--- src/rtl/rpfr_pkg.sv ---
`timescale 1ns / 1ps
// ----------------------------------------------------------------------------
// rpfr_pkg
// Shared types and codes for the pump bus frame recognizer.
// ----------------------------------------------------------------------------
package rpfr_pkg;

  // parser phases
  typedef enum logic [2:0] {
    PH_HUNT    = 3'd0,
    PH_A5_HDR  = 3'd1,
    PH_A5_BODY = 3'd2,
    PH_A5_CK1  = 3'd3,
    PH_A5_CK2  = 3'd4,
    PH_DLE_02  = 3'd5,
    PH_DLE_90  = 3'd6
  } phase_t;

  // frame kinds
  localparam logic [1:0] KIND_A5  = 2'd0;
  localparam logic [1:0] KIND_DLE = 2'd1;
  localparam logic [1:0] KIND_LOG = 2'd2;

  // frame status codes
  localparam logic [1:0] ST_OK      = 2'd0;
  localparam logic [1:0] ST_BAD_CKS = 2'd1;
  localparam logic [1:0] ST_NO_TERM = 2'd2;

  // framing bytes
  localparam logic [7:0] A5_START  = 8'hA5;
  localparam logic [7:0] DLE       = 8'h10;
  localparam logic [7:0] DLE_STX   = 8'h02;
  localparam logic [7:0] DLE_ETX   = 8'h03;
  localparam logic [7:0] LOG_STX   = 8'h90;
  localparam logic [7:0] LOG_ETX   = 8'h91;
  localparam logic [7:0] DLE_SEED  = 8'h12;
  localparam int         A5_HDR_BYTES = 6;

  // one frame summary
  typedef struct packed {
    logic [1:0]  frame_kind;
    logic [1:0]  frame_status;
    logic [7:0]  dest_addr;
    logic [7:0]  src_addr;
    logic [7:0]  command_code;
    logic [7:0]  payload_len;
    logic [8:0]  frame_bytes;
    logic        filtered_out;
    logic [15:0] rx_checksum;
  } frame_result_t;

endpackage

--- src/rtl/rpfr_parser.sv ---
`timescale 1ns / 1ps
// ----------------------------------------------------------------------------
// rpfr_parser
// Byte-wide frame parser: parse state registers and the one-byte step logic.
// ----------------------------------------------------------------------------
module rpfr_parser #(
  parameter int DLE_MAX_BYTES = 64,
  parameter int LOG_MIN_BYTES = 13
) (
  input  logic                   clk,
  input  logic                   rst,
  input  logic                   accept,
  input  logic [7:0]             rx_byte,
  input  logic [7:0]             addr_filter,
  output logic                   emit,
  output rpfr_pkg::frame_result_t result
);
  import rpfr_pkg::*;

  localparam logic [8:0] DLE_MAX = 9'(DLE_MAX_BYTES);
  localparam logic [8:0] LOG_MIN = 9'(LOG_MIN_BYTES);

  phase_t      phase, phase_next;
  logic [8:0]  byte_count, byte_count_next;
  logic [15:0] running_sum, running_sum_next;
  logic [7:0]  sum_before_last, sum_before_last_next;
  logic [7:0]  last_byte, last_byte_next;
  logic        escape_seen, escape_seen_next;
  logic [7:0]  header_dest, header_dest_next;
  logic [7:0]  header_src, header_src_next;
  logic [7:0]  header_cmd, header_cmd_next;
  logic [7:0]  header_len, header_len_next;
  logic [7:0]  cks_high, cks_high_next;

  // step logic for one byte
  always_comb begin
    logic [8:0]  cnt_inc;
    logic [9:0]  body_end;
    logic [8:0]  msz;
    logic [7:0]  term;
    logic [1:0]  kind;
    logic        is_log;
    logic        filt_a5;
    logic        filt_dle;
    logic [15:0] cks;

    phase_next           = phase;
    byte_count_next      = byte_count;
    running_sum_next     = running_sum;
    sum_before_last_next = sum_before_last;
    last_byte_next       = last_byte;
    escape_seen_next     = escape_seen;
    header_dest_next     = header_dest;
    header_src_next      = header_src;
    header_cmd_next      = header_cmd;
    header_len_next      = header_len;
    cks_high_next        = cks_high;
    emit                 = 1'b0;
    result               = '0;

    cnt_inc  = byte_count + 9'd1;
    body_end = 10'(A5_HDR_BYTES) + {2'b00, header_len};
    msz      = cnt_inc;
    is_log   = (phase == PH_DLE_90);
    term     = is_log ? LOG_ETX : DLE_ETX;
    kind     = is_log ? KIND_LOG : KIND_DLE;
    filt_a5  = (addr_filter != 8'd0) && (header_dest != addr_filter) &&
               (header_src != addr_filter);
    filt_dle = (addr_filter != 8'd0);
    cks      = {cks_high, rx_byte};

    case (phase)
      // look for a frame start
      PH_HUNT: begin
        if (rx_byte == A5_START) begin
          phase_next       = PH_A5_HDR;
          byte_count_next  = 9'd1;
          running_sum_next = {8'd0, A5_START};
          escape_seen_next = 1'b0;
          header_dest_next = '0;
          header_src_next  = '0;
          header_cmd_next  = '0;
          header_len_next  = '0;
          cks_high_next    = '0;
        end else if (escape_seen && (rx_byte inside {DLE_STX, LOG_STX})) begin
          phase_next           = (rx_byte == DLE_STX) ? PH_DLE_02 : PH_DLE_90;
          byte_count_next      = 9'd2;
          last_byte_next       = rx_byte;
          cks_high_next        = DLE;
          sum_before_last_next = DLE_SEED;
          escape_seen_next     = 1'b0;
        end else begin
          escape_seen_next = (rx_byte == DLE);
        end
      end

      // a5 header bytes
      PH_A5_HDR: begin
        running_sum_next = running_sum + {8'd0, rx_byte};
        case (byte_count)
          9'd2:    header_dest_next = rx_byte;
          9'd3:    header_src_next  = rx_byte;
          9'd4:    header_cmd_next  = rx_byte;
          9'd5:    header_len_next  = rx_byte;
          default: ;
        endcase
        byte_count_next = cnt_inc;
        if (cnt_inc >= 9'(A5_HDR_BYTES))
          phase_next = (header_len_next != 8'd0) ? PH_A5_BODY : PH_A5_CK1;
      end

      // a5 payload
      PH_A5_BODY: begin
        running_sum_next = running_sum + {8'd0, rx_byte};
        byte_count_next  = cnt_inc;
        if ({1'b0, cnt_inc} >= body_end)
          phase_next = PH_A5_CK1;
      end

      // a5 checksum high byte
      PH_A5_CK1: begin
        cks_high_next   = rx_byte;
        byte_count_next = cnt_inc;
        phase_next      = PH_A5_CK2;
      end

      // a5 checksum low byte, frame done
      PH_A5_CK2: begin
        emit                = 1'b1;
        result.frame_kind   = KIND_A5;
        result.frame_status = (running_sum == cks) ? ST_OK : ST_BAD_CKS;
        result.dest_addr    = header_dest;
        result.src_addr     = header_src;
        result.command_code = header_cmd;
        result.payload_len  = header_len;
        result.frame_bytes  = cnt_inc;
        result.filtered_out = filt_a5;
        result.rx_checksum  = cks;
        phase_next          = PH_HUNT;
        byte_count_next     = '0;
        escape_seen_next    = 1'b0;
      end

      // dle body, watch for terminator and length limit
      PH_DLE_02, PH_DLE_90: begin
        result.frame_kind   = kind;
        result.filtered_out = filt_dle;
        if ((byte_count >= 9'd3) && (last_byte == DLE) && (rx_byte == term)) begin
          emit               = 1'b1;
          result.frame_bytes = msz;
          if (is_log && (msz < LOG_MIN)) begin
            result.frame_status = ST_NO_TERM;
          end else begin
            result.frame_status = (sum_before_last == cks_high) ? ST_OK : ST_BAD_CKS;
            result.payload_len  = (msz >= 9'd5) ? 8'(msz - 9'd5) : 8'd0;
            result.rx_checksum  = {8'd0, cks_high};
          end
          phase_next       = PH_HUNT;
          byte_count_next  = '0;
          escape_seen_next = 1'b0;
        end else begin
          if (byte_count >= 9'd4)
            sum_before_last_next = sum_before_last + cks_high;
          cks_high_next   = last_byte;
          last_byte_next  = rx_byte;
          byte_count_next = cnt_inc;
          if (cnt_inc >= DLE_MAX) begin
            emit                = 1'b1;
            result.frame_status = ST_NO_TERM;
            result.frame_bytes  = DLE_MAX;
            phase_next          = PH_HUNT;
            byte_count_next     = '0;
            escape_seen_next    = 1'b0;
          end
        end
      end

      default: begin
        phase_next       = PH_HUNT;
        byte_count_next  = '0;
        escape_seen_next = 1'b0;
      end
    endcase
  end

  // parse state, advanced once per accepted beat
  always_ff @(posedge clk) begin
    if (rst) begin
      phase           <= PH_HUNT;
      byte_count      <= '0;
      running_sum     <= '0;
      sum_before_last <= '0;
      last_byte       <= '0;
      escape_seen     <= 1'b0;
      header_dest     <= '0;
      header_src      <= '0;
      header_cmd      <= '0;
      header_len      <= '0;
      cks_high        <= '0;
    end else if (accept) begin
      phase           <= phase_next;
      byte_count      <= byte_count_next;
      running_sum     <= running_sum_next;
      sum_before_last <= sum_before_last_next;
      last_byte       <= last_byte_next;
      escape_seen     <= escape_seen_next;
      header_dest     <= header_dest_next;
      header_src      <= header_src_next;
      header_cmd      <= header_cmd_next;
      header_len      <= header_len_next;
      cks_high        <= cks_high_next;
    end
  end

endmodule

--- src/rtl/rpfr_out_reg.sv ---
`timescale 1ns / 1ps
// ----------------------------------------------------------------------------
// rpfr_out_reg
// Result register with valid/ready; frees itself in the cycle it is taken.
// ----------------------------------------------------------------------------
module rpfr_out_reg (
  input  logic                    clk,
  input  logic                    rst,
  input  logic                    in_valid,
  output logic                    in_ready,
  input  logic                    emit,
  input  rpfr_pkg::frame_result_t result_in,
  output logic                    out_valid,
  input  logic                    out_ready,
  output rpfr_pkg::frame_result_t result_out
);
  import rpfr_pkg::*;

  logic accept;

  // room when empty or being drained this cycle
  assign in_ready = !out_valid || out_ready;
  assign accept   = in_valid && in_ready;

  // valid flag
  always_ff @(posedge clk) begin
    if (rst) begin
      out_valid <= 1'b0;
    end else if (accept) begin
      out_valid <= emit;
    end else if (out_ready) begin
      out_valid <= 1'b0;
    end
  end

  // result payload
  always_ff @(posedge clk) begin
    if (accept && emit) begin
      result_out <= result_in;
    end
  end

endmodule

--- src/rtl/rs485_pump_frame_recognizer.sv ---
`timescale 1ns / 1ps
// ----------------------------------------------------------------------------
// rs485_pump_frame_recognizer
// Finds A5 and DLE framed messages in a pump bus byte stream.
// ----------------------------------------------------------------------------
// Takes one received bus byte per beat and hands out one summary per frame
// (kind, checksum status, header fields, sizes, address-filter mark). A byte
// is accepted every cycle while the result register is empty or being taken;
// the frame summary is registered and appears in the cycle after the frame's
// last byte is accepted. The rate is set by the combinational parser step
// feeding one output register. The filter register is written over the cfg
// beat channel, which is always ready.
module rs485_pump_frame_recognizer #(
  parameter int DLE_MAX_BYTES = 64,
  parameter int LOG_MIN_BYTES = 13
) (
  input  logic       clk,
  input  logic       rst,
  input  logic       cfg_valid,
  output logic       cfg_ready,
  input  logic [7:0] cfg_data,
  input  logic       in_valid,
  output logic       in_ready,
  input  logic [7:0] rx_byte,
  output logic       out_valid,
  input  logic       out_ready,
  output logic [1:0] frame_kind,
  output logic [1:0] frame_status,
  output logic [7:0] dest_addr,
  output logic [7:0] src_addr,
  output logic [7:0] command_code,
  output logic [7:0] payload_len,
  output logic [8:0] frame_bytes,
  output logic       filtered_out,
  output logic [15:0] rx_checksum
);
  import rpfr_pkg::*;

  logic          addr_filter;
  logic [7:0]    addr_filter_reg;
  logic          emit;
  frame_result_t step_result;
  frame_result_t held_result;

  // filter register
  assign cfg_ready   = 1'b1;
  assign addr_filter = (addr_filter_reg != 8'd0);

  always_ff @(posedge clk) begin
    if (rst) begin
      addr_filter_reg <= '0;
    end else if (cfg_valid && cfg_ready) begin
      addr_filter_reg <= cfg_data;
    end
  end

  // parser
  rpfr_parser #(
    .DLE_MAX_BYTES (DLE_MAX_BYTES),
    .LOG_MIN_BYTES (LOG_MIN_BYTES)
  ) u_parser (
    .clk         (clk),
    .rst         (rst),
    .accept      (in_valid && in_ready),
    .rx_byte     (rx_byte),
    .addr_filter (addr_filter_reg),
    .emit        (emit),
    .result      (step_result)
  );

  // result register
  rpfr_out_reg u_out_reg (
    .clk        (clk),
    .rst        (rst),
    .in_valid   (in_valid),
    .in_ready   (in_ready),
    .emit       (emit),
    .result_in  (step_result),
    .out_valid  (out_valid),
    .out_ready  (out_ready),
    .result_out (held_result)
  );

  // result fields; dle frames carry the mark whenever the filter is set
  assign frame_kind   = held_result.frame_kind;
  assign frame_status = held_result.frame_status;
  assign dest_addr    = held_result.dest_addr;
  assign src_addr     = held_result.src_addr;
  assign command_code = held_result.command_code;
  assign payload_len  = held_result.payload_len;
  assign frame_bytes  = held_result.frame_bytes;
  assign filtered_out = held_result.filtered_out && (addr_filter ||
                        (held_result.frame_kind == KIND_A5));
  assign rx_checksum  = held_result.rx_checksum;

endmodule

--- config.mk ---
export PLATFORM = sky130hd
export DESIGN_NAME = rs485_pump_frame_recognizer
export DESIGN_NICKNAME = d
export VERILOG_FILES = /design/src/rtl/rpfr_pkg.sv /design/src/rtl/rpfr_parser.sv /design/src/rtl/rpfr_out_reg.sv /design/src/rtl/rs485_pump_frame_recognizer.sv
export SDC_FILE = /design/constraint.sdc
export NUM_CORES = 1
export LEC_CHECK = 0
export BUFFER_PORTS_ARGS = -buffer_cell sky130_fd_sc_hd__clkbuf_2
export CAP_MARGIN = 15
export CORE_AREA = 3 3 138 273
export CTS_BUF_LIST = sky130_fd_sc_hd__clkbuf_4 sky130_fd_sc_hd__clkbuf_8
export DETAILED_ROUTE_END_ITERATION = 8
export DIE_AREA = 0 0 141 276
export SLEW_MARGIN = 15
export SYNTH_ARGS = -nofsm -noshare
export SYNTH_HDL_FRONTEND = slang
export SYNTH_SLANG_ARGS = --single-unit
export TNS_END_PERCENT = 1
--- constraint.sdc ---
create_clock -name clk -period 4.6 [get_ports clk]
set_input_delay 0.23 -clock clk [delete_from_list [all_inputs] [get_ports clk]]
set_output_delay 0.23 -clock clk [all_outputs]
set_load 0.02 [all_outputs]
==> flow_summary_export.csv <==
group,metric,value,unit
power,leakagePower,3.71,nW
finish,finalInstanceArea,9760,µm²
route,drt-initial-drc-count,557,
finish,top_register,"u_out_reg.result_out",
route,wl_met2,15300,µm
synthesis,avgSynthCellArea,9.44,µm²
synthesis,synth_top_area_cell,"dfxtp_1",
timing,worst_pin_slew,1.12,ns
timing,period_share,77.5,%
place,placed_cell_area,9310,µm²
floorplanning,die_y,276,µm
setup_path,worstSetupStartpointType,"flip-flop",
place,place_congestion,0.975,
floorplanning,start_util,24.6,%
setup_path,slowest_delay,0.64,ns
finish,largest_reg_flops,62,
finish,fin_util,27.2,%
route,drt_pass1_iterations,7,
route,wl,27800,µm
clock_tree,path_clk_slew,0.09,ns
clock_tree,ctsHoldBuffers,7,
finish,final_cells,1417,
global_routing,antenna_found_initial,1,
synthesis,seq_area_frac_synth,42.3,%
setup_path,cp_top_family,"compound AO/OA/AOI/OAI gates",
floorplanning,io_pins,86,
clock_tree,postCtsSetupRepairBufs,0,
global_routing,grt_max_degree,50,
clock_tree,cts_tree,"built",
synthesis,synth_most_common_cell,"dfxtp_1",
clock_tree,cts_resized,0,
route,highest_layer,"met4",
setup_path,path_buf_inv,3,
synthesis,yosysWarnings,0,
synthesis,syn-cell-area,8850,µm²
synthesis,synth_common_cells,"94 x dfxtp_1, 70 x nor2_1, 63 x buf_4",
global_routing,grtUsageTotal,14.0,%
finish,largestRegisters,"u_out_reg.result_out (62), u_parser.running_sum (16), u_parser.byte_count (9)",
setup_path,end_kind,"flip-flop",
setup_path,worst-r2r-setup-slack,1.04,ns
timing,hold_violations,0,
clock_tree,cts_sinks,156,
clock_tree,htree_levels,4,
timing,fin_crit,3.56,ns
finish,drive_above_1_share,15.8,%
route,drc,0,
synthesis,synth_flop_cell,"dfxtp_1",
global_routing,grt_pass1_vias,7222,
route,met1_length,9570,µm
synthesis,netlist.area_leader.share,21.3,%
timing,drv_slew,0,
synthesis,ys_ff_latch,156,
setup_path,critPathSlowestCell,"dfxtp_1",
run,max-cap-violations,0,
place,io_buffers,84,
clock_tree,numCtsBuffers,17,
route,met3_length,1130,µm
route,vias,7236,
power,ir_drop,0.191,mV
floorplanning,die_x,141,µm
timing,clock_skew,0.0134,ns
clock_tree,clock-root-buffer,"clkbuf_8",
synthesis,synth_edf_count,62,
floorplanning,core,35900,µm²
synthesis,syn-num-nets,993,
floorplanning,row_count,98,
route,vias_per_cell,5.11,
timing,relSlewSlack,24.7,%
synthesis,async_reset_ff_share,0,%
timing,finalSetupViolCount,0,
power,p_per_area,317,nW/µm²
clock_tree,clock_path_buffers,2,
timing,rsz0062_at_grt,"false",
finish,syn_to_final_growth,10.2,%
place,place_inst,1377,
setup_path,path_cells,"ha_1 -> nand2_1 -> o22ai_1 -> o2111a_1 -> a21oi_1 -> buf_4 -> a21o_1 -> inv_2 -> buf_12",
worst_hold_path,whs_path_depth,3,
setup_path,r2r_cells,9,
synthesis,syn_inst,938,
finish,nNetsFinal,1008,
run_status,status,"finished, final reports clean",
route,wl_per_cell,19.7,µm
timing,whs,0.0336,ns
global_routing,gr-total-overflow,0,
timing,fmax,0.281,GHz
setup_path,cp_data_arrival_time,3.74,ns
global_routing,grt_pass1_wl,42100,µm
setup_path,cp.depth,9,
synthesis,synth.distinct_cells,72,
setup_path,cp.required,4.77,ns
setup_path,crit_type,"flip-flop to flip-flop",
timing,tns,0,ns
synthesis,synthTopCellsByArea,"dfxtp_1 21%, edfxtp_1 21%, buf_4 5.3%, ha_1 4.5%, mux2i_1 4.3%",
route,ant_nets,0,
clock_tree,clk_latency,0.48,ns
setup_path,cp_max_fo,40,
floorplanning,die_area,38900,µm²
place,dpl.hpwl,21100,µm
worst_hold_path,holdCritPathClass,"primary input to flip-flop",
-- worst register-to-register path: stages (launching register included) --
cell and delay, ns:
dfxtp_1 0.64, ha_1 0.42, nand2_1 0.09, o22ai_1 0.35, o2111a_1 0.49, a21oi_1 0.13
buf_4 0.19, a21o_1 0.18, inv_2 0.40, buf_12 0.31
-- cell usage in the layout (no fill, tap or decap), drive strengths merged, types with 30 or more instances in the layout --
cell,count
nand3,30
nand2,47
inv,36
o21ai,45
a21oi,61
mux2i,38
dfxtp,94
clkbuf,101
and3,41
edfxtp,62
nor2,71
ha,32
-- power by group --
| part | leakage, nW | switching [mW] | total, mW | internal (mW) |
|---|---|---|---|---|
| registers | 1.34 | 0.0571 | 1.55 | 1.49 |
| clock network | 0.181 | 0.568 | 1.00 | 0.434 |
| logic | 2.20 | 0.375 | 0.550 | 0.175 |
| total | 3.71 | 1.00 | 3.10 | 2.10 |
-- through the flow --
step	setup slack [ns]	total power, mW
2_1_floorplan	1.15	1.94
4_1_cts	1.08	3.12
6_report	1.04	3.10
5_1_grt	0.861	3.23
3_5_place_dp	1.09	2.12
3_3_place_gp	1.15	2.11
-- routing by layer --
| metal | GRT usage (%) | up-vias |
|---|---|---|
| met2 | 26.8 | 253 |
| met3 | 2.58 | 96 |
| li1 | - | 3396 |
| met4 | 9.38 | 0 |
| met1 | 13.2 | 3491 |
| met5 | 0 | - |
-- cells by family after synthesis --
family          synth area share (%)
simple gates                    17.7
compound gates                  16.7
flops                           42.3
buf+inv                         8.80
xor+xnor                        5.05
mux                             4.42
fa+ha+maj                       5.09
other cells                   0.0424
-- final timing paths --
check,endpoint,from
worst min-delay path,addr_filter_reg[3],cfg_data[3]
worst max-delay path,u_out_reg.result_out[12],u_parser.byte_count[0]
worst max register to register,u_out_reg.result_out[12],u_parser.byte_count[0]
worst min register to register,u_parser.running_sum[4],u_parser.running_sum[4]
-- final cells by class --
cell class / count / area, µm²
Multi-Input combinational cell: 640 / 4340
Clock inverter: 15 / 140
Antenna cell: 1 / 2.50
Timing Repair Buffer: 106 / 616
Sequential cell: 156 / 3740
Tap cell: 450 / 563
Inverter: 32 / 120
Fill cell: 3783 / 26200
Clock buffer: 17 / 234
No activity file was read; power rests on OpenSTA's default activity.
